`config.mk`:
```
export PLATFORM = sky130hd
export DESIGN_NAME = energy_sum_window_trigger_top
export DESIGN_NICKNAME = d
export VERILOG_FILES = /design/src/design/eswt_pkg.sv /design/src/design/eswt_point_check.sv /design/src/design/energy_sum_window_trigger_top.sv
export SDC_FILE = /design/constraint.sdc
export NUM_CORES = 1
export LEC_CHECK = 0
export BUFFER_PORTS_ARGS = -buffer_cell sky130_fd_sc_hd__buf_2
export CORE_MARGIN = 2
export CORE_UTILIZATION = 50
export CTS_CLUSTER_SIZE = 28
export DETAILED_ROUTE_END_ITERATION = 16
export PLACE_DENSITY = 0.71
export SYNTH_ARGS = -nofsm -noshare
export SYNTH_HDL_FRONTEND = slang
export SYNTH_HIERARCHICAL = 1
export SYNTH_SLANG_ARGS = --single-unit
```
`constraint.sdc`:
```
create_clock -name clk -period 12.1 [get_ports clk]
set_input_delay 1.815 -clock clk [delete_from_list [all_inputs] [get_ports clk]]
set_output_delay 1.815 -clock clk [all_outputs]
set_load 0.01 [all_outputs]
```
`src/design/eswt_pkg.sv`:
```
// Shared types, widths and constants for the energy-sum window trigger.
package eswt_pkg;

  localparam int POSITION_BITS = 24;
  localparam int ENERGY_BITS   = 32;
  localparam int SUM_BITS      = 40;

  localparam int TIME_BITS   = 32;
  localparam int STATUS_BITS = 8;
  localparam int TYPE_BITS   = 32;
  localparam int HW_BITS     = 22;
  localparam int HH_BITS     = 23;
  localparam int LEN_BITS    = 23;
  localparam int THR_BITS    = 32;

  localparam int APB_DATA_BITS = 32;
  localparam int APB_ADDR_BITS = 5;

  // Box compares: twice the half width needs HW_BITS+1 magnitude bits.
  localparam int BOX_MAG_BITS = (HW_BITS + 1 > HH_BITS) ?
                                ((HW_BITS + 1 > LEN_BITS) ? HW_BITS + 1 : LEN_BITS) :
                                ((HH_BITS > LEN_BITS) ? HH_BITS : LEN_BITS);
  localparam int BOX_W = ((POSITION_BITS > BOX_MAG_BITS + 1) ?
                          POSITION_BITS : BOX_MAG_BITS + 1) + 1;

  // Accumulator: sum plus a signed energy difference, one bit of headroom.
  localparam int ACC_W = ((SUM_BITS > ENERGY_BITS + 1) ? SUM_BITS : ENERGY_BITS + 1) + 1;
  localparam int TRG_W = ((SUM_BITS > THR_BITS) ? SUM_BITS : THR_BITS) + 1;

  localparam logic signed [SUM_BITS-1:0] SUM_MAX = {1'b0, {(SUM_BITS-1){1'b1}}};
  localparam logic signed [SUM_BITS-1:0] SUM_MIN = {1'b1, {(SUM_BITS-1){1'b0}}};

  localparam logic [STATUS_BITS-1:0] STATUS_STABLE = 8'd1;

  localparam logic signed [TYPE_BITS-1:0] TYPE_ELECTRON = 32'sd11;
  localparam logic signed [TYPE_BITS-1:0] TYPE_MUON     = 32'sd13;
  localparam logic signed [TYPE_BITS-1:0] TYPE_PION     = 32'sd211;
  localparam logic signed [TYPE_BITS-1:0] TYPE_KAON     = 32'sd321;
  localparam logic signed [TYPE_BITS-1:0] TYPE_PROTON   = 32'sd2212;

  localparam logic signed [TIME_BITS-1:0] RST_TIME_MIN = 32'sd0;
  localparam logic signed [TIME_BITS-1:0] RST_TIME_MAX = 32'sd2000;
  localparam logic [HW_BITS-1:0]          RST_HW       = 22'd2000;
  localparam logic [HH_BITS-1:0]          RST_HH       = 23'd2000;
  localparam logic [LEN_BITS-1:0]         RST_LEN      = 23'd5000;
  localparam logic [THR_BITS-1:0]         RST_THR      = 32'd100000;

  typedef enum logic [2:0] {
    REG_TIME_MIN    = 3'd0,
    REG_TIME_MAX    = 3'd1,
    REG_HALF_WIDTH  = 3'd2,
    REG_HALF_HEIGHT = 3'd3,
    REG_LENGTH      = 3'd4,
    REG_THRESHOLD   = 3'd5
  } reg_idx_t;

  typedef struct packed {
    logic                            end_only;
    logic                            first_point;
    logic signed [TIME_BITS-1:0]     particle_time_ns;
    logic [STATUS_BITS-1:0]          status_code;
    logic signed [TYPE_BITS-1:0]     type_code;
    logic signed [POSITION_BITS-1:0] pos_x_mm;
    logic signed [POSITION_BITS-1:0] pos_y_mm;
    logic signed [POSITION_BITS-1:0] pos_z_mm;
    logic [ENERGY_BITS-1:0]          energy_kev;
    logic                            last_in_event;
  } in_item_t;

  typedef struct packed {
    logic                       trigger;
    logic signed [SUM_BITS-1:0] deposit_kev;
  } out_item_t;

  typedef struct packed {
    logic signed [TIME_BITS-1:0] time_min_ns;
    logic signed [TIME_BITS-1:0] time_max_ns;
    logic [HW_BITS-1:0]          half_width_mm;
    logic [HH_BITS-1:0]          half_height_mm;
    logic [LEN_BITS-1:0]         length_mm;
    logic [THR_BITS-1:0]         threshold_kev;
  } cfg_regs_t;

  typedef struct packed {
    logic qualify;
    logic in_box;
  } pt_flags_t;

endpackage

```
`src/design/eswt_point_check.sv`:
```
// Particle qualification and detector box tests for one incoming point.
module eswt_point_check (
  input  eswt_pkg::in_item_t  item,
  input  eswt_pkg::cfg_regs_t cfg,
  output eswt_pkg::pt_flags_t flags
);

  logic                              time_ok;
  logic                              type_ok;
  logic signed [eswt_pkg::BOX_W-1:0] x_s, y_s, z_s;
  logic signed [eswt_pkg::BOX_W-1:0] x_lim, y_lim, z_lim;

  assign time_ok = (item.particle_time_ns >= cfg.time_min_ns) &&
                   (item.particle_time_ns <= cfg.time_max_ns);

  assign type_ok = (item.type_code == eswt_pkg::TYPE_ELECTRON) ||
                   (item.type_code == eswt_pkg::TYPE_MUON) ||
                   (item.type_code == eswt_pkg::TYPE_PION) ||
                   (item.type_code == eswt_pkg::TYPE_KAON) ||
                   (item.type_code == eswt_pkg::TYPE_PROTON);

  // sign-extend positions, zero-extend limits
  assign x_s   = eswt_pkg::BOX_W'(item.pos_x_mm);
  assign y_s   = eswt_pkg::BOX_W'(item.pos_y_mm);
  assign z_s   = eswt_pkg::BOX_W'(item.pos_z_mm);
  assign x_lim = signed'(eswt_pkg::BOX_W'({cfg.half_width_mm, 1'b0}));
  assign y_lim = signed'(eswt_pkg::BOX_W'(cfg.half_height_mm));
  assign z_lim = signed'(eswt_pkg::BOX_W'(cfg.length_mm));

  assign flags.qualify = time_ok && type_ok && (item.status_code == eswt_pkg::STATUS_STABLE);
  // z lower bound: sign bit clear
  assign flags.in_box  = (x_s >= -x_lim) && (x_s <= x_lim) &&
                         (y_s >= -y_lim) && (y_s <= y_lim) &&
                         !z_s[eswt_pkg::BOX_W-1] && (z_s <= z_lim);

endmodule

```
`src/design/energy_sum_window_trigger_top.sv`:
```
// Top level of the energy-sum window trigger: config registers, point stage, accumulator.
//
// Usage:
//   Input channel (in_valid/in_ready/in_data): one trajectory point per transaction.
//   first_point qualifies a particle (time window, stable status, type code);
//   later points of a qualified particle inside the box add prev minus current
//   energy to a saturating 40-bit signed sum. end_only items carry no point.
//   An item with last_in_event set produces one result transaction on the
//   output channel (out_valid/out_ready/out_data): the sum and trigger
//   (sum > threshold_kev). The per-event state then clears.
//   Config: APB-style port, six registers at byte offsets 0x00..0x14, write on
//   psel & penable & pwrite, pready tied high, reads return register values.
//   Write config only while no items are in flight.
// Timing:
//   Point tests are done before the input register; the accumulator update
//   and trigger compare sit between the input register and the result register.
//   One item per cycle sustained while no result is held by out_ready. out_valid
//   rises when the last item of its event leaves the input register.
// Reset (rst_n, synchronous, low): both stages empty, per-event state zero,
//   registers at their defaults.
// Stall: a held result keeps out_data stable; one more item may wait in the
//   input register, and in_ready drops only if that item also ends an event.
module energy_sum_window_trigger_top (
  input  logic                               clk,
  input  logic                               rst_n,
  // input channel
  input  logic                               in_valid,
  output logic                               in_ready,
  input  eswt_pkg::in_item_t                 in_data,
  // result channel
  output logic                               out_valid,
  input  logic                               out_ready,
  output eswt_pkg::out_item_t                out_data,
  // config port
  input  logic                               psel,
  input  logic                               penable,
  input  logic                               pwrite,
  input  logic [eswt_pkg::APB_ADDR_BITS-1:0] paddr,
  input  logic [eswt_pkg::APB_DATA_BITS-1:0] pwdata,
  output logic [eswt_pkg::APB_DATA_BITS-1:0] prdata,
  output logic                               pready
);

  // ---------------- configuration registers ----------------
  eswt_pkg::cfg_regs_t  cfg_r;
  eswt_pkg::reg_idx_t   reg_idx;
  logic                 cfg_wr;

  assign pready  = 1'b1;
  assign cfg_wr  = psel && penable && pwrite;
  assign reg_idx = eswt_pkg::reg_idx_t'(paddr[4:2]);

  always_ff @(posedge clk) begin
    if (!rst_n) begin
      cfg_r.time_min_ns    <= eswt_pkg::RST_TIME_MIN;
      cfg_r.time_max_ns    <= eswt_pkg::RST_TIME_MAX;
      cfg_r.half_width_mm  <= eswt_pkg::RST_HW;
      cfg_r.half_height_mm <= eswt_pkg::RST_HH;
      cfg_r.length_mm      <= eswt_pkg::RST_LEN;
      cfg_r.threshold_kev  <= eswt_pkg::RST_THR;
    end else if (cfg_wr) begin
      unique case (reg_idx)
        eswt_pkg::REG_TIME_MIN:    cfg_r.time_min_ns    <= signed'(pwdata);
        eswt_pkg::REG_TIME_MAX:    cfg_r.time_max_ns    <= signed'(pwdata);
        eswt_pkg::REG_HALF_WIDTH:  cfg_r.half_width_mm  <= pwdata[eswt_pkg::HW_BITS-1:0];
        eswt_pkg::REG_HALF_HEIGHT: cfg_r.half_height_mm <= pwdata[eswt_pkg::HH_BITS-1:0];
        eswt_pkg::REG_LENGTH:      cfg_r.length_mm      <= pwdata[eswt_pkg::LEN_BITS-1:0];
        eswt_pkg::REG_THRESHOLD:   cfg_r.threshold_kev  <= pwdata[eswt_pkg::THR_BITS-1:0];
        default: ;  // unmapped offsets ignore writes
      endcase
    end
  end

  always_comb begin
    unique case (reg_idx)
      eswt_pkg::REG_TIME_MIN:    prdata = unsigned'(cfg_r.time_min_ns);
      eswt_pkg::REG_TIME_MAX:    prdata = unsigned'(cfg_r.time_max_ns);
      eswt_pkg::REG_HALF_WIDTH:  prdata = eswt_pkg::APB_DATA_BITS'(cfg_r.half_width_mm);
      eswt_pkg::REG_HALF_HEIGHT: prdata = eswt_pkg::APB_DATA_BITS'(cfg_r.half_height_mm);
      eswt_pkg::REG_LENGTH:      prdata = eswt_pkg::APB_DATA_BITS'(cfg_r.length_mm);
      eswt_pkg::REG_THRESHOLD:   prdata = eswt_pkg::APB_DATA_BITS'(cfg_r.threshold_kev);
      default:                   prdata = '0;
    endcase
  end

  // ---------------- input stage ----------------
  eswt_pkg::pt_flags_t          pt_flags;
  logic                         s1_valid_r;
  logic                         s1_end_only_r;
  logic                         s1_first_r;
  logic                         s1_last_r;
  eswt_pkg::pt_flags_t          s1_flags_r;
  logic [eswt_pkg::ENERGY_BITS-1:0] s1_energy_r;
  logic                         s1_fire;
  logic                         out_free;
  logic                         in_fire;

  eswt_point_check u_point_check (
    .item  (in_data),
    .cfg   (cfg_r),
    .flags (pt_flags)
  );

  // an item without event end never needs the result register
  assign out_free = !out_valid || out_ready;
  assign s1_fire  = s1_valid_r && (!s1_last_r || out_free);
  assign in_ready = !s1_valid_r || s1_fire;
  assign in_fire  = in_valid && in_ready;

  always_ff @(posedge clk) begin
    if (!rst_n) begin
      s1_valid_r <= 1'b0;
    end else if (in_fire) begin
      s1_valid_r <= 1'b1;
    end else if (s1_fire) begin
      s1_valid_r <= 1'b0;
    end
  end

  always_ff @(posedge clk) begin
    if (in_fire) begin
      s1_end_only_r <= in_data.end_only;
      s1_first_r    <= in_data.first_point;
      s1_last_r     <= in_data.last_in_event;
      s1_flags_r    <= pt_flags;
      s1_energy_r   <= in_data.energy_kev;
    end
  end

  // ---------------- accumulator ----------------
  logic                                 qualified_r, qualified_nxt;
  logic [eswt_pkg::ENERGY_BITS-1:0]     prev_energy_r, prev_energy_nxt;
  logic signed [eswt_pkg::SUM_BITS-1:0] sum_r, sum_nxt, sum_evt;
  logic signed [eswt_pkg::ACC_W-1:0]    acc;
  logic                                 trig;

  // sum + prev - energy, full width, then clamp
  assign acc = eswt_pkg::ACC_W'(sum_r)
             + signed'(eswt_pkg::ACC_W'(prev_energy_r))
             - signed'(eswt_pkg::ACC_W'(s1_energy_r));

  always_comb begin
    qualified_nxt   = qualified_r;
    prev_energy_nxt = prev_energy_r;
    sum_evt         = sum_r;
    if (!s1_end_only_r) begin
      prev_energy_nxt = s1_energy_r;
      if (s1_first_r) begin
        qualified_nxt = s1_flags_r.qualify;
      end else if (qualified_r && s1_flags_r.in_box) begin
        priority if (acc > eswt_pkg::ACC_W'(eswt_pkg::SUM_MAX)) begin
          sum_evt = eswt_pkg::SUM_MAX;
        end else if (acc < eswt_pkg::ACC_W'(eswt_pkg::SUM_MIN)) begin
          sum_evt = eswt_pkg::SUM_MIN;
        end else begin
          sum_evt = acc[eswt_pkg::SUM_BITS-1:0];
        end
      end
    end
    sum_nxt = sum_evt;
    if (s1_last_r) begin
      qualified_nxt   = 1'b0;
      prev_energy_nxt = '0;
      sum_nxt         = '0;
    end
  end

  assign trig = eswt_pkg::TRG_W'(sum_evt) >
                signed'(eswt_pkg::TRG_W'(cfg_r.threshold_kev));

  always_ff @(posedge clk) begin
    if (!rst_n) begin
      qualified_r   <= 1'b0;
      prev_energy_r <= '0;
      sum_r         <= '0;
    end else if (s1_fire) begin
      qualified_r   <= qualified_nxt;
      prev_energy_r <= prev_energy_nxt;
      sum_r         <= sum_nxt;
    end
  end

  // ---------------- result register ----------------
  logic                out_valid_r;
  eswt_pkg::out_item_t out_data_r;

  always_ff @(posedge clk) begin
    if (!rst_n) begin
      out_valid_r <= 1'b0;
    end else if (s1_fire && s1_last_r) begin
      out_valid_r <= 1'b1;
    end else if (out_ready) begin
      out_valid_r <= 1'b0;
    end
  end

  always_ff @(posedge clk) begin
    if (s1_fire && s1_last_r) begin
      out_data_r.trigger     <= trig;
      out_data_r.deposit_kev <= sum_evt;
    end
  end

  assign out_valid = out_valid_r;
  assign out_data  = out_data_r;

endmodule

```
==> summary.md, run 1 <==
| Metric | Value |
|---|---|
| Sequential area share after synthesis | `32.9%` |
| Outcome | `finished clean` |
| Largest incremental delay on the critical path | `0.69 ns` |
| Violation count after the first detailed-routing iteration | `approximately 2,100` |
| Flip-flop and latch area | `between 7000 and 8000 um^2` |
| Total routed wirelength | `73,100 um` |
| Synth-to-Final Area Change | `15.0%` |
| CTS tree | `built` |
| Worst hold slack | `0.469 ns` |
| Summed negative setup slack over all endpoints | `0 ns` |
| Final net count | `3,397` |
| Effective utilization at floorplan | `between 50 and 60%` |
| Top fanout value on the critical path | `15` |
| Mean area per synthesized cell | `approximately 8.2 um^2` |
| Share of total power in sequential cells | `43.8%` |
| Share of power burned in the clock network | `44.8%` |
| Share of the synthesized area in the top cell type | `22.1%` |
| Post-Syn Area | `approximately 22,000 um^2` |
| CTS H-Tree Depth | `2` |
| RSZ-0062 raised after global routing | `false` |
| Switching share of power | `about a quarter` |
| Boundary pin count | `299` |
| Worst path most repeated cell | `sky130_fd_sc_hd__a21o_1` |
| Routability-driven placement congestion ratio | `0.996` |
| Placement Rows | `76` |
| Number of library cell types mapped by synthesis | `93` |
| Critical Path Start Type | `register` |
| Power per cell area | `103 nW/um^2` |
| Buffer levels on the longest clock path | `3` |
| Cell internal power dissipation | `1.89 mW` |
| Count of unresolved DRC violations after routing | `0` |
| Signal arrival time at the worst endpoint | `7.31 ns` |
| Cts repair resizes | `0` |
| Fraction of final layout cells sized beyond drive strength 1 | `approximately 15%` |
| Slowest cell on the critical path | `sky130_fd_sc_hd__a211oi_1` |
| Insertion delay of the later-clocked pin in the worst-skew pair | `0.54 ns` |
| Ratio of final minimum period to clock period | `between 50% and 60%` |
| Number of nets with antenna violations after routing | `0` |
| Cells traversed along the worst timing path | `fa_1 > inv_1 > ha_1 > a21o_1 > or3_1 > o2111ai_2 > o2111a_1 > nor4b_2 > nor2_4 > nand2_1 > a21oi_1 > o21ai_0 > ha_1 > a21o_1 > a21o_1 > a21oi_1 > nor2_1 > a211oi_1 > o211ai_1 > nand2_1 > o2111a_1 > a31oi_1` |
| Type of element capturing the critical path | `register` |
| Count of hold-fix buffers inserted at cts | `0` |
| Number of instances in the synthesized netlist | `~2,600` |
| Net switching component of the power | `662 uW` |
| Global route overflow | `0` |
| Die Area | `around 45,000 um^2` |
| Standby leakage power | `10.6 nW` |
| Power share of the combinational group | `a little under an eighth` |
| Most used DFF post-synth | `sky130_fd_sc_hd__dfxtp_1` |
| Max-slew headroom at the worst pin | `23.3%` |
| Std-Cell Core Area | `42,900 um^2` |
| Setup violation total in the final timing report | `0` |
| Worst slew pin tran | `1.15 ns` |
| Highest achievable clock rate | `0.141 GHz` |
| CP Data Required Time | `12.34 ns` |
| Count of flip-flops with a built-in enable after synthesis | `78` |
| Setup fix buffers added after clock tree synthesis | `0` |
| Post-detailed-route via-to-cell ratio | `5.86` |
| Critical path start-end classification | `register to register` |
| Width of the die | `212 um` |
| Number of hold violations in the final report | `0` |
| Clock transition at the registers of the reported paths | `0.07 ns` |
| Leading cell type in the layout, fill and taps excluded | `sky130_fd_sc_hd__nand2_1` |
| Largest net degree at the start of global routing | `65` |
| Path class of the lowest-slack min-delay path | `register to register` |
| Peak VDD IR | `between 0.1 and 0.15 mV` |
| Sum of internal, switching and leakage power | `between 2 and 3 mW` |
| Number of antenna violations at the first check in global routing | `6` |
| CTS Buf Count | `36` |
| Fillers | `3,951` |
| Cell types occupying the most area after synthesis | `sky130_fd_sc_hd__dfxtp_1 (22%), sky130_fd_sc_hd__ha_1 (15%), sky130_fd_sc_hd__edfxtp_1 (11%)` |
| Multi-input gate area in the final layout | `12,900 um^2` |
| Root Buffer | `sky130_fd_sc_hd__clkbuf_16` |
| Worst Path Buf+Inv | `1` |
| Clock period minus final worst setup slack | `around 7.1 ns` |
| Total number of vias | `around 21,000` |
| Max_cap viols | `0` |
| Post-synth net total | `between 3,000 and 4,000` |
| Vias in the first global route | `19,600` |
| Total routing usage reported by global routing | `a little under a third` |
| Routed wire per std cell | `20.9 um` |
| Buffers on Ports | `a little under 300` |
| Setup skew after layout | `0.0210 ns` |
| Drt first pass iters | `6` |
| Clock sink total | `317` |
| Util after Layout | `58.0%` |
| Synthesis-stage register bit count | `about 320` |
| Crit path max-delay family | `compound AO/OA/AOI/OAI gates` |
| Most area-hungry cell type in the Yosys netlist | `sky130_fd_sc_hd__dfxtp_1` |
| Count of warnings emitted by yosys | `6` |
| Fraction of registers with async set/reset | `0%` |
| HPWL after DPL | `56,600 um` |
| Most frequent cells in the layout | `sky130_fd_sc_hd__nand2_1 (428), sky130_fd_sc_hd__inv_1 (320), sky130_fd_sc_hd__buf_2 (295), sky130_fd_sc_hd__a21oi_1 (267), sky130_fd_sc_hd__ha_1 (255)` |
| Slew Limit Fails | `0` |
| Die height | `212 um` |
| Global-route wire length before repair | `110,000 um` |
registers in the layout, summed over array words and instances, names as in the netlist:
| signal | flops |
|---|---|
| s1_first_r | 1 |
| s1_energy_r | 32 |
| prev_energy_r | 32 |
| s1_flags_r | 2 |
| sum_r | 40 |
| out_data | 41 |
| cfg_r | 164 |
| s1_end_only_r | 1 |
| qualified_r | 1 |
| out_valid | 1 |
| s1_last_r | 1 |
| s1_valid_r | 1 |
power by group through the flow:
stage | clock (mW) | sequential [mW] | combinational [mW]
finish | 1.14 | 1.12 | 0.292
global route | 1.19 | 1.12 | 0.321
CTS | 1.15 | 1.12 | 0.287
detailed placement | 0 | 1.14 | 0.286
global placement | 0 | 1.14 | 0.277
floorplan | 0 | 1.14 | 0.165
layer usage:
metal / share of wire [%] / global-route usage (%) / up-vias
li1: - / - / 9744
met1: 43 / 42.9 / 9700
met2: 44 / 50.2 / 936
met3: 9.6 / 6.51 / 146
met4: 3.8 / 11.9 / 4
met5: 0.037 / 0 / -
worst register-to-register path, cell delays in order (launching register included):
cell and delay (ns):
sky130_fd_sc_hd__edfxtp_1 0.42, sky130_fd_sc_hd__fa_1 0.55, sky130_fd_sc_hd__inv_1 0.04, sky130_fd_sc_hd__ha_1 0.34
sky130_fd_sc_hd__a21o_1 0.20, sky130_fd_sc_hd__or3_1 0.34, sky130_fd_sc_hd__o2111ai_2 0.33, sky130_fd_sc_hd__o2111a_1 0.37
sky130_fd_sc_hd__nor4b_2 0.09, sky130_fd_sc_hd__nor2_4 0.47, sky130_fd_sc_hd__nand2_1 0.66, sky130_fd_sc_hd__a21oi_1 0.42
sky130_fd_sc_hd__o21ai_0 0.19, sky130_fd_sc_hd__ha_1 0.35, sky130_fd_sc_hd__a21o_1 0.18, sky130_fd_sc_hd__a21o_1 0.16
sky130_fd_sc_hd__a21oi_1 0.16, sky130_fd_sc_hd__nor2_1 0.06, sky130_fd_sc_hd__a211oi_1 0.69, sky130_fd_sc_hd__o211ai_1 0.17
sky130_fd_sc_hd__nand2_1 0.16, sky130_fd_sc_hd__o2111a_1 0.25, sky130_fd_sc_hd__a31oi_1 0.16
cell families after synthesis:
family | synth area share, %
and+or+nand+nor | 17.1
AOI/OAI and AO/OA | 20.5
buffers and inverters | 7.93
DFF | 32.9
adders and majority gates | 18.0
xor gates and xnor gates | 2.83
muxes | 0.682
other | 0.0173
area by class of cell:
type	count	area share, %
clock inverter	17	0.785
antenna	4	0.0402
multi-input combinational	1885	51.7
sequential	317	28.6
timing repair buffer	322	6.75
clock buffer	48	4.21
inverter	325	4.92
tap	585	2.94
cells in the mapped netlist (11+ instances only):
library cell / number
sky130_fd_sc_hd__nor2b_1: 17
sky130_fd_sc_hd__nand3_1: 77
sky130_fd_sc_hd__xnor2_1: 55
sky130_fd_sc_hd__a21oi_1: 268
sky130_fd_sc_hd__nand4_1: 49
sky130_fd_sc_hd__a31oi_1: 14
sky130_fd_sc_hd__dfxtp_1: 239
sky130_fd_sc_hd__and3_1: 11
sky130_fd_sc_hd__xor2_1: 15
sky130_fd_sc_hd__nor4_1: 23
sky130_fd_sc_hd__a22oi_1: 107
sky130_fd_sc_hd__o21ai_1: 12
sky130_fd_sc_hd__a211oi_1: 11
sky130_fd_sc_hd__nor2_1: 120
sky130_fd_sc_hd__a22o_1: 24
sky130_fd_sc_hd__inv_1: 320
sky130_fd_sc_hd__clkbuf_1: 98
sky130_fd_sc_hd__fa_1: 32
sky130_fd_sc_hd__o211ai_1: 34
sky130_fd_sc_hd__o21a_1: 14
sky130_fd_sc_hd__ha_1: 255
sky130_fd_sc_hd__nand2_1: 428
sky130_fd_sc_hd__mux2i_1: 11
sky130_fd_sc_hd__edfxtp_1: 78
sky130_fd_sc_hd__o21ai_0: 80
sky130_fd_sc_hd__a21o_1: 40
sky130_fd_sc_hd__nor3_1: 27
sky130_fd_sc_hd__and2_1: 12
per-stage QoR:
step / cell area (um^2) / setup slack (ns) / cells
5_1_grt: 24900 / 4.81 / 3502
4_1_cts: 24900 / 5.19 / 3499
3_5_place_dp: 23600 / 5.24 / 3434
2_1_floorplan: 21600 / 7.02 / 2645
6_report: 24900 / 5.03 / 3503
3_3_place_gp: 23600 / 5.22 / 3434
final timing paths:
path | startpoint | endpoint | slack (ns) | cells past startpoint
max | s1_energy_r[5] | out_data[40] | 5.03 | 22
min | cfg_r[158] | cfg_r[158] | 0.47 | 2
max reg2reg | s1_energy_r[5] | out_data[40] | 5.03 | 22
min reg2reg | cfg_r[158] | cfg_r[158] | 0.47 | 2
Power figures use the tool's default switching activity.
==> run 2, diff against run 1 <==
--- a/config.mk
+++ b/config.mk
@@ -10,7 +10,7 @@
 export CORE_UTILIZATION = 50
 export CTS_CLUSTER_SIZE = 28
 export DETAILED_ROUTE_END_ITERATION = 16
-export PLACE_DENSITY = 0.71
+export PLACE_DENSITY = 0.74
 export SYNTH_ARGS = -nofsm -noshare
 export SYNTH_HDL_FRONTEND = slang
 export SYNTH_HIERARCHICAL = 1
==> constraint.sdc (replaced) <==
create_clock -name clk -period 6.1 [get_ports clk]
set_input_delay 0.915 -clock clk [delete_from_list [all_inputs] [get_ports clk]]
set_output_delay 0.915 -clock clk [all_outputs]
set_load 0.01 [all_outputs]
==> run 2 against run 1 <==
  * Non-clock buffer count increased by 29
  * First-iteration DRC count increased by 8.3%
  * Fmax increased by 20%
  * Design area increased by 0.54%
  * Routed wire length decreased by 0.24%
  * Clock power increased by 88%
  * Clock skew increased by 0.0012 ns
  * Flip-flop and latch count unchanged
  * Die area unchanged
  * Sequential share of layout area decreased by 0.15 points
  * Final cell count increased by 0.71%
  * Core utilization increased by 0.32 points
  * Critical path type unchanged
  * Critical endpoint unchanged
  * Largest power group is now registers
==> summary.md, run 2 (synthesized netlist as in run 1, its figures left out) <==
| Metric | Value |
|---|---|
| Drt first pass iters | `9` |
| Global-route wire length before repair | `111,000 um` |
| Number of antenna violations at the first check in global routing | `5` |
| Placement Rows | `76` |
| Worst hold slack | `0.471 ns` |
| CTS Buf Count | `34` |
| CP Data Required Time | `6.34 ns` |
| Fillers | `3,936` |
| Std-Cell Core Area | `42,900 um^2` |
| Outcome | `finished clean` |
| Largest net degree at the start of global routing | `68` |
| Routability-driven placement congestion ratio | `between 0.9 and 1` |
| Max_cap viols | `0` |
| Clock period minus final worst setup slack | `between 5 and 6 ns` |
| RSZ-0062 raised after global routing | `false` |
| Violation count after the first detailed-routing iteration | `2,246` |
| Buffers on Ports | `295` |
| Worst R2R Path Depth | `22` |
| Critical path start-end classification | `register to register` |
| Min-Delay Startpoint | `cfg_r[38]` |
| Peak VDD IR | `0.244 mV` |
| Register name with the most flops | `cfg_r` |
| Highest achievable clock rate | `between 0.15 and 0.2 GHz` |
| Total routing usage reported by global routing | `between 30% and 40%` |
| CTS H-Tree Depth | `2` |
| Util after Layout | `~58%` |
| Clock sink total | `around 320` |
| Die height | `~210 um` |
| Most frequent cells in the layout | `sky130_fd_sc_hd__nand2_1 (428), sky130_fd_sc_hd__inv_1 (320), sky130_fd_sc_hd__buf_2 (295), sky130_fd_sc_hd__a21oi_1 (267), sky130_fd_sc_hd__ha_1 (255)` |
| Setup violation total in the final timing report | `0` |
| Vias in the first global route | `19,900` |
| Signal arrival time at the worst endpoint | `6.12 ns` |
| Hold EP | `cfg_r[38]` |
| Number of nets with antenna violations after routing | `0` |
| Total number of vias | `20,800` |
| Max-slew headroom at the worst pin | `19.3%` |
| Max FFs per register | `164` |
| Clock transition at the registers of the reported paths | `0.06 ns` |
| Buffer levels on the longest clock path | `3` |
| Die Area | `44,900 um^2` |
| Boundary pin count | `299` |
| Sum of internal, switching and leakage power | `between 4 and 5 mW` |
| CTS tree | `built` |
| Fraction of final layout cells sized beyond drive strength 1 | `15.3%` |
| Launch point of the worst reg-to-reg path | `s1_energy_r[1]` |
| Width of the die | `212 um` |
| Total routed wirelength | `72,900 um` |
| Post-detailed-route via-to-cell ratio | `about 6` |
| Insertion delay of the later-clocked pin in the worst-skew pair | `0.54 ns` |
| Effective utilization at floorplan | `between 50% and 60%` |
| Ratio of final minimum period to clock period | `96.4%` |
| Global route overflow | `0` |
| Hold-critical path depth | `2` |
| Routed wire per std cell | `about 21 um` |
| Root Buffer | `sky130_fd_sc_hd__clkbuf_16` |
| Count of unresolved DRC violations after routing | `0` |
| Number of hold violations in the final report | `0` |
| HPWL after DPL | `56,500 um` |
| Leading cell type in the layout, fill and taps excluded | `sky130_fd_sc_hd__nand2_1` |
| Critical Path Start Type | `register` |
| Worst slew pin tran | `1.21 ns` |
| Standby leakage power | `10.7 nW` |
| Final net count | `3,424` |
| Setup skew after layout | `0.0221 ns` |
| R2r endpoint | `out_data[40]` |
| Register-to-Register Setup Slack | `approximately 0.22 ns` |
| Top fanout value on the critical path | `7` |
| Type of element capturing the critical path | `register` |
| Path class of the lowest-slack min-delay path | `register to register` |
| Synth-to-Final Area Change | `15.6%` |
| Power per cell area | `about 200 nW/um^2` |
| Slew Limit Fails | `0` |
## run 2: report_power, final
part / internal, mW / switching, mW
sequential: 2.19 / 0.0314
combinational: 0.221 / 0.362
clock: 1.26 / 0.881
total: 3.66 / 1.28
## run 2: worst max-delay path by stage
stage,from,endpoint,slack [ns],cells past startpoint
after floorplan,s1_energy_r[1],out_data[40],1.09,22
after global placement,s1_energy_r[26],out_data[40],0.17,22
after detailed placement,s1_energy_r[26],out_data[40],-0.008,22
after CTS,s1_energy_r[26],out_data[40],0.005,22
after global routing,s1_energy_r[26],out_data[40],0.00004,24
final,s1_energy_r[1],out_data[40],0.22,22
## run 2: area by class of cell
cell class	count	area [um^2]	area share (%)
antenna	3	7.51	0.0300
clock buffer	47	940	3.76
clock inverter	15	198	0.790
inverter	325	1220	4.90
multi-input combinational	1885	12900	51.5
sequential	317	7130	28.5
tap	585	732	2.93
timing repair buffer	351	1910	7.63
## run 2: routing by layer
metal | part of all wire (%) | vias to the layer above | global-route usage [%]
li1 | - | 9801 | -
met1 | 41 | 9823 | 42.3
met2 | 45 | 1081 | 51.5
met3 | 10 | 140 | 5.79
met4 | 3.6 | 2 | 11.9
met5 | 0.018 | - | 0
## run 2: stage by stage
| stage | instance area, um^2 | setup slack (ns) | cells | setup TNS [ns] |
|---|---|---|---|---|
| 3_3_place_gp | 23800 | 0.171 | 3456 | 0 |
| 5_1_grt | 25000 | 0.0000404 | 3528 | 0 |
| 3_5_place_dp | 23800 | -0.00792 | 3456 | -0.00792 |
| 6_report | 25000 | 0.222 | 3528 | 0 |
| 4_1_cts | 24900 | 0.00473 | 3518 | 0 |
| 2_1_floorplan | 21600 | 1.09 | 2645 | 0 |
## run 2: worst max-delay path, stage by stage (launching register included)
cell                        delay (ns)
sky130_fd_sc_hd__edfxtp_1         0.43
sky130_fd_sc_hd__fa_1             0.55
sky130_fd_sc_hd__fa_1             0.46
sky130_fd_sc_hd__nand2b_1         0.18
sky130_fd_sc_hd__a21oi_2          0.21
sky130_fd_sc_hd__o2111ai_2        0.21
sky130_fd_sc_hd__o2111a_1         0.37
sky130_fd_sc_hd__nor4b_2          0.33
sky130_fd_sc_hd__nor2_4           0.13
sky130_fd_sc_hd__buf_4            0.18
sky130_fd_sc_hd__maj3_1           0.37
sky130_fd_sc_hd__o21ai_2          0.26
sky130_fd_sc_hd__ha_1             0.30
sky130_fd_sc_hd__nor2b_1          0.13
sky130_fd_sc_hd__o21a_1           0.16
sky130_fd_sc_hd__o21a_1           0.17
sky130_fd_sc_hd__o21ai_0          0.15
sky130_fd_sc_hd__a21oi_1          0.10
sky130_fd_sc_hd__a211oi_1         0.34
sky130_fd_sc_hd__o211ai_1         0.12
sky130_fd_sc_hd__nand2_1          0.12
sky130_fd_sc_hd__o2111a_1         0.20
sky130_fd_sc_hd__a31oi_1          0.09
## run 2: timing repair
item	4_1_cts	5_1_grt
hold endpoints to repair	0	0
pin swaps	1	3
setup buffers	0	7
resized for setup	0	4
hold buffers	0	0
endpoints found under the setup margin	1	1
